<file path="config.mk">
export PLATFORM = sky130hd
export DESIGN_NAME = piecewise_linear_table_convert
export DESIGN_NICKNAME = d
export VERILOG_FILES = /design/src/rtl/pltc_pkg.sv /design/src/rtl/pltc_div.sv /design/src/rtl/piecewise_linear_table_convert.sv
export SDC_FILE = /design/constraint.sdc
export NUM_CORES = 2
export LEC_CHECK = 0
export ABC_AREA = 1
export BUFFER_PORTS_ARGS = -buffer_cell sky130_fd_sc_hd__clkbuf_2
export CAP_MARGIN = 20
export CORE_MARGIN = 5
export CORE_UTILIZATION = 65
export CTS_BUF_LIST = sky130_fd_sc_hd__clkbuf_16
export DETAILED_ROUTE_END_ITERATION = 10
export GPL_TIMING_DRIVEN = 0
export PLACE_DENSITY = 0.86
export SKIP_LAST_GASP = 1
export SYNTH_ARGS = -nofsm -noshare
export SYNTH_HDL_FRONTEND = slang
export SYNTH_SLANG_ARGS = --single-unit
</file>
<file path="constraint.sdc">
create_clock -name clk -period 11.4 [get_ports clk]
set_input_delay 1.14 -clock clk [delete_from_list [all_inputs] [get_ports clk]]
set_output_delay 1.14 -clock clk [all_outputs]
set_load 0.05 [all_outputs]
</file>
<file path="src/rtl/pltc_pkg.sv">
// ----------------------------------------------------------------------------
// pltc_pkg
// Shared types and constants of the piecewise-linear table converter.
// ----------------------------------------------------------------------------
package pltc_pkg;

    localparam int POINTS_DEFAULT = 33;

    localparam int ADC_W = 12;
    localparam int VAL_W = 16;
    localparam int IDX_W = 6;

    // Interpolation divide: |dy * (x - x1)| fits in 28 bits, |dx| in 12 bits.
    localparam int NUM_W = 28;
    localparam int DEN_W = 12;

    localparam logic OP_CONVERT = 1'b0;
    localparam logic OP_WRITE   = 1'b1;

    // One calibration point as kept in the table memory.
    typedef struct packed {
        logic [VAL_W-1:0] value;
        logic [ADC_W-1:0] adc;
    } point_t;

endpackage

</file>
<file path="src/rtl/pltc_div.sv">
// ----------------------------------------------------------------------------
// pltc_div
// Serial restoring divider, one quotient bit per cycle.
// ----------------------------------------------------------------------------
module pltc_div
    import pltc_pkg::*;
(
    input  logic             clk,
    input  logic             rst_n,
    input  logic             start,
    input  logic [NUM_W-1:0] numer,
    input  logic [DEN_W-1:0] denom,
    output logic             done,
    output logic [NUM_W-1:0] quot
);

    localparam int CNT_W = $clog2(NUM_W + 1);

    logic             busy_reg,  busy_next;
    logic             done_reg,  done_next;
    logic [CNT_W-1:0] cnt_reg,   cnt_next;
    logic [NUM_W-1:0] q_reg,     q_next;
    logic [DEN_W-1:0] rem_reg,   rem_next;
    logic [DEN_W-1:0] den_reg,   den_next;
    logic [DEN_W:0]   rem_shift;
    logic [DEN_W:0]   rem_diff;

    assign rem_shift = {rem_reg, q_reg[NUM_W-1]};
    assign rem_diff  = rem_shift - {1'b0, den_reg};

    always_comb
    begin
        busy_next = busy_reg;
        done_next = 1'b0;
        cnt_next  = cnt_reg;
        q_next    = q_reg;
        rem_next  = rem_reg;
        den_next  = den_reg;
        if (start)
        begin
            busy_next = 1'b1;
            cnt_next  = CNT_W'(NUM_W);
            q_next    = numer;
            rem_next  = '0;
            den_next  = denom;
        end
        else if (busy_reg)
        begin
            // The numerator shifts out at the top while quotient bits enter below.
            if (rem_shift >= {1'b0, den_reg})
            begin
                rem_next = rem_diff[DEN_W-1:0];
                q_next   = {q_reg[NUM_W-2:0], 1'b1};
            end
            else
            begin
                rem_next = rem_shift[DEN_W-1:0];
                q_next   = {q_reg[NUM_W-2:0], 1'b0};
            end
            cnt_next = cnt_reg - CNT_W'(1);
            if (cnt_reg == CNT_W'(1))
            begin
                busy_next = 1'b0;
                done_next = 1'b1;
            end
        end
    end

    always_ff @(posedge clk or negedge rst_n)
    begin
        if (!rst_n)
        begin
            busy_reg <= 1'b0;
            done_reg <= 1'b0;
            cnt_reg  <= '0;
            q_reg    <= '0;
            rem_reg  <= '0;
            den_reg  <= '0;
        end
        else
        begin
            busy_reg <= busy_next;
            done_reg <= done_next;
            cnt_reg  <= cnt_next;
            q_reg    <= q_next;
            rem_reg  <= rem_next;
            den_reg  <= den_next;
        end
    end

    assign done = done_reg;
    assign quot = q_reg;

endmodule

</file>
<file path="src/rtl/piecewise_linear_table_convert.sv">
// ----------------------------------------------------------------------------
// piecewise_linear_table_convert
// Converts a 12-bit ADC sample to an engineering value through a calibration
// table with linear interpolation between points.
// ----------------------------------------------------------------------------
// A request with opcode write stores one calibration point (ADC value and
// output value) at point_index and produces no result; an index at or above
// POINTS is ignored. A request with opcode convert produces exactly one
// result. The table sits in one synchronous memory with a single read port,
// so every table access is registered: a sample at or below the first point
// reads only that point, one at or above the last point also reads the last,
// and any other sample reads the segment found by the previous conversion,
// walks from there one segment at a time and, when interpolation is needed,
// divides with the 28-bit serial divider. The ADC values of the table must
// be strictly increasing and every point must be written before the first
// conversion; the table has no reset. The result sits in an output register,
// so a new request is taken while a result waits.
// ----------------------------------------------------------------------------
module piecewise_linear_table_convert
    import pltc_pkg::*;
#(
    parameter int POINTS = POINTS_DEFAULT
)
(
    input  logic             clk,
    input  logic             rst_n,
    input  logic             in_valid,
    output logic             in_ready,
    input  logic             opcode,
    input  logic [IDX_W-1:0] point_index,
    input  logic [ADC_W-1:0] point_adc,
    input  logic [VAL_W-1:0] point_value,
    input  logic [ADC_W-1:0] sample,
    output logic             out_valid,
    input  logic             out_ready,
    output logic [VAL_W-1:0] value,
    output logic             below_range,
    output logic             above_range
);

    localparam int AW = (POINTS > 1) ? $clog2(POINTS) : 1;
    localparam int NW = $clog2(POINTS + 1);
    localparam logic [AW-1:0] LAST_IDX = AW'(POINTS - 1);
    localparam logic [AW-1:0] SEG_MAX  = AW'(POINTS - 2);
    localparam int PROD_W = 30;
    localparam int SUM_W  = 30;

    typedef enum logic [3:0] {
        S_IDLE,
        S_FIRST,
        S_LAST,
        S_LO,
        S_HI,
        S_SEARCH,
        S_FETCH,
        S_MUL,
        S_DSTART,
        S_DWAIT,
        S_PUSH
    } state_t;

    // Table memory and its registered read port.
    point_t mem [POINTS];
    point_t rd_data_reg;
    logic [AW-1:0] rd_addr;
    logic          wr_en;

    state_t           state_reg,     state_next;
    logic [ADC_W-1:0] x_reg,         x_next;
    logic [AW-1:0]    seg_reg,       seg_next;
    logic [AW-1:0]    s_reg,         s_next;
    logic [NW-1:0]    n_reg,         n_next;
    logic             up_reg,        up_next;
    point_t           lo_reg,        lo_next;
    point_t           hi_reg,        hi_next;
    logic [NUM_W-1:0] num_reg,       num_next;
    logic [DEN_W-1:0] den_reg,       den_next;
    logic             neg_reg,       neg_next;
    logic [VAL_W-1:0] res_value_reg, res_value_next;
    logic             res_below_reg, res_below_next;
    logic             res_above_reg, res_above_next;
    logic             out_valid_reg, out_valid_next;
    logic [VAL_W-1:0] value_reg,     value_next;
    logic             below_reg,     below_next;
    logic             above_reg,     above_next;

    logic [AW-1:0]        seg_clamped;
    logic [AW-1:0]        s_up;
    logic                 in_seg;
    logic signed [16:0]   dy;
    logic signed [12:0]   xd;
    logic signed [12:0]   dx;
    logic signed [PROD_W-1:0] prod;
    logic [PROD_W-1:0]    prod_mag;
    logic [12:0]          dx_mag;
    logic                 div_start;
    logic                 div_done;
    logic [NUM_W-1:0]     div_quot;
    logic signed [SUM_W-1:0] q_signed;
    logic signed [SUM_W-1:0] sum;
    logic                 out_free;

    assign in_ready = (state_reg == S_IDLE);
    assign out_free = !out_valid_reg || out_ready;

    assign wr_en = in_valid && in_ready && (opcode == OP_WRITE)
                   && ({1'b0, point_index} < (IDX_W + 1)'(POINTS));

    always_ff @(posedge clk)
    begin
        if (wr_en)
        begin
            mem[point_index[AW-1:0]] <= '{value: point_value, adc: point_adc};
        end
        rd_data_reg <= mem[rd_addr];
    end

    // The remembered segment is kept in range before the search starts.
    assign seg_clamped = (seg_reg > SEG_MAX) ? SEG_MAX : seg_reg;
    assign s_up        = (s_reg >= SEG_MAX) ? SEG_MAX : s_reg + AW'(1);
    assign in_seg      = (x_reg >= lo_reg.adc) && (x_reg <= hi_reg.adc);

    // Interpolation terms: dy * (x - x1) / dx, all signed so that a malformed
    // table still truncates toward zero.
    assign dy   = $signed({1'b0, hi_reg.value}) - $signed({1'b0, lo_reg.value});
    assign xd   = $signed({1'b0, x_reg}) - $signed({1'b0, lo_reg.adc});
    assign dx   = $signed({1'b0, hi_reg.adc}) - $signed({1'b0, lo_reg.adc});
    assign prod = PROD_W'(dy) * PROD_W'(xd);
    assign prod_mag = prod[PROD_W-1] ? PROD_W'(-prod) : PROD_W'(prod);
    assign dx_mag   = dx[12] ? 13'(-dx) : 13'(dx);

    assign div_start = (state_reg == S_DSTART);

    pltc_div u_div (
        .clk   (clk),
        .rst_n (rst_n),
        .start (div_start),
        .numer (num_reg),
        .denom (den_reg),
        .done  (div_done),
        .quot  (div_quot)
    );

    assign q_signed = neg_reg ? -$signed({2'b00, div_quot}) : $signed({2'b00, div_quot});
    assign sum      = $signed({{(SUM_W - VAL_W){1'b0}}, lo_reg.value}) + q_signed;

    always_comb
    begin
        state_next     = state_reg;
        x_next         = x_reg;
        seg_next       = seg_reg;
        s_next         = s_reg;
        n_next         = n_reg;
        up_next        = up_reg;
        lo_next        = lo_reg;
        hi_next        = hi_reg;
        num_next       = num_reg;
        den_next       = den_reg;
        neg_next       = neg_reg;
        res_value_next = res_value_reg;
        res_below_next = res_below_reg;
        res_above_next = res_above_reg;
        out_valid_next = out_valid_reg;
        value_next     = value_reg;
        below_next     = below_reg;
        above_next     = above_reg;
        rd_addr        = '0;

        if (out_valid_reg && out_ready)
        begin
            out_valid_next = 1'b0;
        end

        case (state_reg)
            S_IDLE:
            begin
                // Entry 0 is read every idle cycle so it is ready for a conversion.
                if (in_valid && (opcode == OP_CONVERT))
                begin
                    x_next     = sample;
                    state_next = S_FIRST;
                end
            end
            S_FIRST:
            begin
                if (x_reg <= rd_data_reg.adc)
                begin
                    res_value_next = rd_data_reg.value;
                    res_below_next = 1'b1;
                    res_above_next = 1'b0;
                    state_next     = S_PUSH;
                end
                else
                begin
                    rd_addr    = LAST_IDX;
                    state_next = S_LAST;
                end
            end
            S_LAST:
            begin
                if (x_reg >= rd_data_reg.adc)
                begin
                    res_value_next = rd_data_reg.value;
                    res_below_next = 1'b0;
                    res_above_next = 1'b1;
                    state_next     = S_PUSH;
                end
                else
                begin
                    rd_addr    = seg_clamped;
                    s_next     = seg_clamped;
                    state_next = S_LO;
                end
            end
            S_LO:
            begin
                rd_addr    = s_reg + AW'(1);
                lo_next    = rd_data_reg;
                state_next = S_HI;
            end
            S_HI:
            begin
                hi_next    = rd_data_reg;
                n_next     = '0;
                state_next = S_SEARCH;
            end
            S_SEARCH:
            begin
                if (in_seg || (n_reg == NW'(POINTS)))
                begin
                    seg_next       = s_reg;
                    res_below_next = 1'b0;
                    res_above_next = 1'b0;
                    if ((x_reg == lo_reg.adc) || (hi_reg.adc == lo_reg.adc))
                    begin
                        res_value_next = lo_reg.value;
                        state_next     = S_PUSH;
                    end
                    else
                    begin
                        state_next = S_MUL;
                    end
                end
                else
                begin
                    n_next = n_reg + NW'(1);
                    if (x_reg > lo_reg.adc)
                    begin
                        // Walking up: the old upper point becomes the lower one.
                        if (s_up != s_reg)
                        begin
                            s_next     = s_up;
                            lo_next    = hi_reg;
                            up_next    = 1'b1;
                            rd_addr    = s_up + AW'(1);
                            state_next = S_FETCH;
                        end
                    end
                    else if (s_reg != '0)
                    begin
                        // Walking down: the old lower point becomes the upper one.
                        s_next     = s_reg - AW'(1);
                        hi_next    = lo_reg;
                        up_next    = 1'b0;
                        rd_addr    = s_reg - AW'(1);
                        state_next = S_FETCH;
                    end
                end
            end
            S_FETCH:
            begin
                if (up_reg)
                begin
                    hi_next = rd_data_reg;
                end
                else
                begin
                    lo_next = rd_data_reg;
                end
                state_next = S_SEARCH;
            end
            S_MUL:
            begin
                num_next   = prod_mag[NUM_W-1:0];
                den_next   = dx_mag[DEN_W-1:0];
                neg_next   = prod[PROD_W-1] ^ dx[12];
                state_next = S_DSTART;
            end
            S_DSTART:
            begin
                state_next = S_DWAIT;
            end
            S_DWAIT:
            begin
                if (div_done)
                begin
                    // Saturate the interpolated value to the output range.
                    if (sum < 0)
                    begin
                        res_value_next = '0;
                    end
                    else if (sum > $signed(SUM_W'(65535)))
                    begin
                        res_value_next = '1;
                    end
                    else
                    begin
                        res_value_next = sum[VAL_W-1:0];
                    end
                    state_next = S_PUSH;
                end
            end
            S_PUSH:
            begin
                if (out_free)
                begin
                    out_valid_next = 1'b1;
                    value_next     = res_value_reg;
                    below_next     = res_below_reg;
                    above_next     = res_above_reg;
                    state_next     = S_IDLE;
                end
            end
            default:
            begin
                state_next = S_IDLE;
            end
        endcase
    end

    always_ff @(posedge clk or negedge rst_n)
    begin
        if (!rst_n)
        begin
            state_reg     <= S_IDLE;
            x_reg         <= '0;
            seg_reg       <= '0;
            s_reg         <= '0;
            n_reg         <= '0;
            up_reg        <= 1'b0;
            lo_reg        <= '0;
            hi_reg        <= '0;
            num_reg       <= '0;
            den_reg       <= '0;
            neg_reg       <= 1'b0;
            res_value_reg <= '0;
            res_below_reg <= 1'b0;
            res_above_reg <= 1'b0;
            out_valid_reg <= 1'b0;
            value_reg     <= '0;
            below_reg     <= 1'b0;
            above_reg     <= 1'b0;
        end
        else
        begin
            state_reg     <= state_next;
            x_reg         <= x_next;
            seg_reg       <= seg_next;
            s_reg         <= s_next;
            n_reg         <= n_next;
            up_reg        <= up_next;
            lo_reg        <= lo_next;
            hi_reg        <= hi_next;
            num_reg       <= num_next;
            den_reg       <= den_next;
            neg_reg       <= neg_next;
            res_value_reg <= res_value_next;
            res_below_reg <= res_below_next;
            res_above_reg <= res_above_next;
            out_valid_reg <= out_valid_next;
            value_reg     <= value_next;
            below_reg     <= below_next;
            above_reg     <= above_next;
        end
    end

    assign out_valid   = out_valid_reg;
    assign value       = value_reg;
    assign below_range = below_reg;
    assign above_range = above_reg;

endmodule
</file>
==> flow_summary_export.csv <==
group,metric,value,unit
final_layout,largest_reg_flops,924,
drt,routed_wl,200800,µm
drt,firstDrtPassIters,11,
clock_network,cts_buffers,113,
placement,place.gp.congestion,0.9724,
sta,worst_pin_slew,1.078,ns
synthesis,synth_area,63610,µm²
clock_network,cts_hold_buf,0,
synthesis,synth-edff-count,924,
global_route,globalRouteOverflowTotal,0,
placement,portBuffers,70,
sta,rsz0062_at_grt,"no",
min_path,hold_class,"input port to async pin",
synthesis,synth.distinct_cells,60,
worst_setup_path,slowest_delay,0.61,ns
global_route,grt_usage,38.26,%
clock_network,cts_root_buf,"clkbuf_16",
synthesis,yosysWarnings,0,
sta,maxSlewViolCount,0,
clock_network,clkLatencyLatePin,0.76,ns
synthesis,ys_top_cells_by_area,"edfxtp_1, nand2_1, dfrtp_1",
clock_network,cts_resized,0,
worst_setup_path,cpMaxStageDelayCell,"xor2_1",
synthesis,syn_avg_cell_area,9.585,µm²
sta,fin_crit,9.290,ns
drt,met3WireLength,24950,µm
synthesis,yosys_most_used_dff,"edfxtp_1",
die,rows,114,
final_layout,final_nets,7298,
die,die_height,322.8,µm
synthesis,yosysTopAreaCell,"edfxtp_1",
clock_network,cts_tree,"yes",
final_layout,fill_cells,6441,
die,die-area,104200,µm²
drt,ant_nets,0,
clock_network,clk_pin_slew_worst_paths,0.07,ns
placement,dpl.hpwl,137000,µm
global_route,grt_first_pass_wirelength,299600,µm
global_route,antenna_found_initial,20,
sta,max_freq,107.6,MHz
clock_network,post-cts-setup-buffers,0,
drt,wl_per_cell,24.36,µm
synthesis,ys_ff_latch,1180,
worst_setup_path,worst-setup-path-type,"register to register",
drt,vias,51540,
drt,drtIter0Drc,7867,
sta,tns,0,ns
drt,wl_met1,63090,µm
run_status,violations,"DRC",
clock_network,cts_buffer_depth,3,
worst_setup_path,cp_num_buf_inv,7,
sta,hold_viol,0,
global_route,grt_pass1_vias,51410,
synthesis,seq_area_frac_synth,53.47,%
clock_network,htree_num_levels,3,
drt,detailroute.wirelength.met2,91230,µm
sta,skew,0.08124,ns
die,ios,71,
sta,slew_headroom,28.12,%
run_status,status,"complete, but fails checks",
worst_setup_path,critPathLaunchType,"register",
placement,post_dp_cell_area,66730,µm²
sta,report.final.setup_viol,0,
synthesis,synth_top_cells_by_count,"nand2_1, edfxtp_1, inv_1, nand3_1, nor2_1",
drt,viasPerCell,6.253,
drt,highest_layer,"met5",
clock_network,cts.sinks,1180,
die,start_util,65.67,%
worst_setup_path,critPathMaxFanout,10,
worst_setup_path,r2r_slack,2.11,ns
sta,min_period_over_period,81.49,%
final_layout,fin_area,70520,µm²
die,core_area,96850,µm²
final_layout,syn2layout_area_growth,10.87,%
global_route,grt_max_degree,115,
worst_setup_path,crit_path_end_kind,"register",
job,cap_violations,0,
worst_setup_path,arrival,9.91,ns
die,die_w,322.8,µm
synthesis,async_reset_ff_share,19.32,%
worst_setup_path,crit_family,"adder cells",
worst_setup_path,cp.required,12.02,ns
final_layout,drive_above_1_share,8.253,%
synthesis,syn_nets,7076,
synthesis,synthCells,6636,
worst_setup_path,crit_top_cell,"nand2_1",
drt,route.detailed.drc,1,
synthesis,yosysMostFrequentCell,"nand2_1",
synthesis,synth_top_area_share,43.62,%
[metrics by stage]
stage	hold WS (ns)	setup WS, ns	utilization, %	std cells
3_5_place_dp	0.4279	2.297	68.90	8018
4_1_cts	0.3141	2.223	72.77	8230
2_1_floorplan	0.4193	3.796	-	6636
6_report	0.3186	2.110	72.81	8242
3_3_place_gp	0.4241	2.477	67.68	7982
5_1_grt	0.3355	1.595	72.79	8232
[cell families (layout without fill, tap and decap cells)]
family	after synthesis	in the layout	synth area share, %
other	0	11	0
multiplexers	26	26	0.4603
AND/OR/NAND/NOR	3138	3138	21.37
XOR/XNOR	126	126	1.747
flip-flops	1180	1180	53.47
adder cells (fa/ha/maj)	389	389	10.14
AO/OA/AOI/OAI	590	590	5.351
buffers and inverters	1187	1506	7.455
[cell type report]
cell class / count / area, µm² / share of cell area (%)
antenna: 11 / 27.53 / 0.03903
buffer: 285 / 1354 / 1.920
clock buffer: 114 / 2853 / 4.045
clock inverter: 98 / 903.4 / 1.281
inverter: 902 / 3388 / 4.805
multi-input combinational: 4269 / 25100 / 35.59
sequential: 1180 / 34010 / 48.23
tap: 1276 / 1597 / 2.264
timing repair buffer: 107 / 1286 / 1.824
[layout by cell type, fill, tap and decap left out, types with 29 or more instances in the layout]
cell type,count
o211ai_1,58
nor2_4,35
xor2_1,85
buf_2,145
clkinv_1,29
a21oi_1,185
dfrtp_1,228
clkinv_2,30
o221ai_1,29
nor3_1,36
nand3b_1,171
nand3_1,729
nor2_1,320
edfxtp_1,924
ha_1,178
o21ai_0,237
xnor2_1,40
inv_1,895
fa_1,211
clkbuf_1,102
clkbuf_2,70
clkbuf_16,114
nand2_1,1774
[final timing paths]
check                                      start                    endpoint  cells past startpoint
setup / recovery            x_reg[1]$_DFFE_PN0P_      num_reg[8]$_DFFE_PN0P_                     38
hold / removal                             rst_n  u_div.quot[22]$_DFFE_PN0P_                      1
setup reg to reg            x_reg[1]$_DFFE_PN0P_      num_reg[8]$_DFFE_PN0P_                     38
hold reg to reg            mem[32][11]$_DFFE_PP_     rd_data_reg[11]$_DFF_P_                      2
max in group asynchronous                  rst_n       lo_reg[1]$_DFFE_PN0P_                      2
min in group clk           mem[32][11]$_DFFE_PP_     rd_data_reg[11]$_DFF_P_                      2
[worst reg2reg max path, delay by kind of cell (launching register included)]
kind                       cells  cell delay [ns]
adders and majority gates      8             3.96
AOI/OAI and AO/OA              5             0.76
and+or+nand+nor               15             1.69
DFF                            1             0.50
buffers and inverters          7             0.92
xor gates and xnor gates       3             1.33
[per-layer routing]
metal | vias to the layer above | track usage [%]
met5 | - | 0
met4 | 8 | 30.68
met3 | 1189 | 10.82
met2 | 4030 | 61.35
met1 | 23980 | 43.17
li1 | 22340 | -
Power is left out: the tool's default activity adds up to more than one toggle a clock period on the data nets, which glitch-free logic cannot reach.
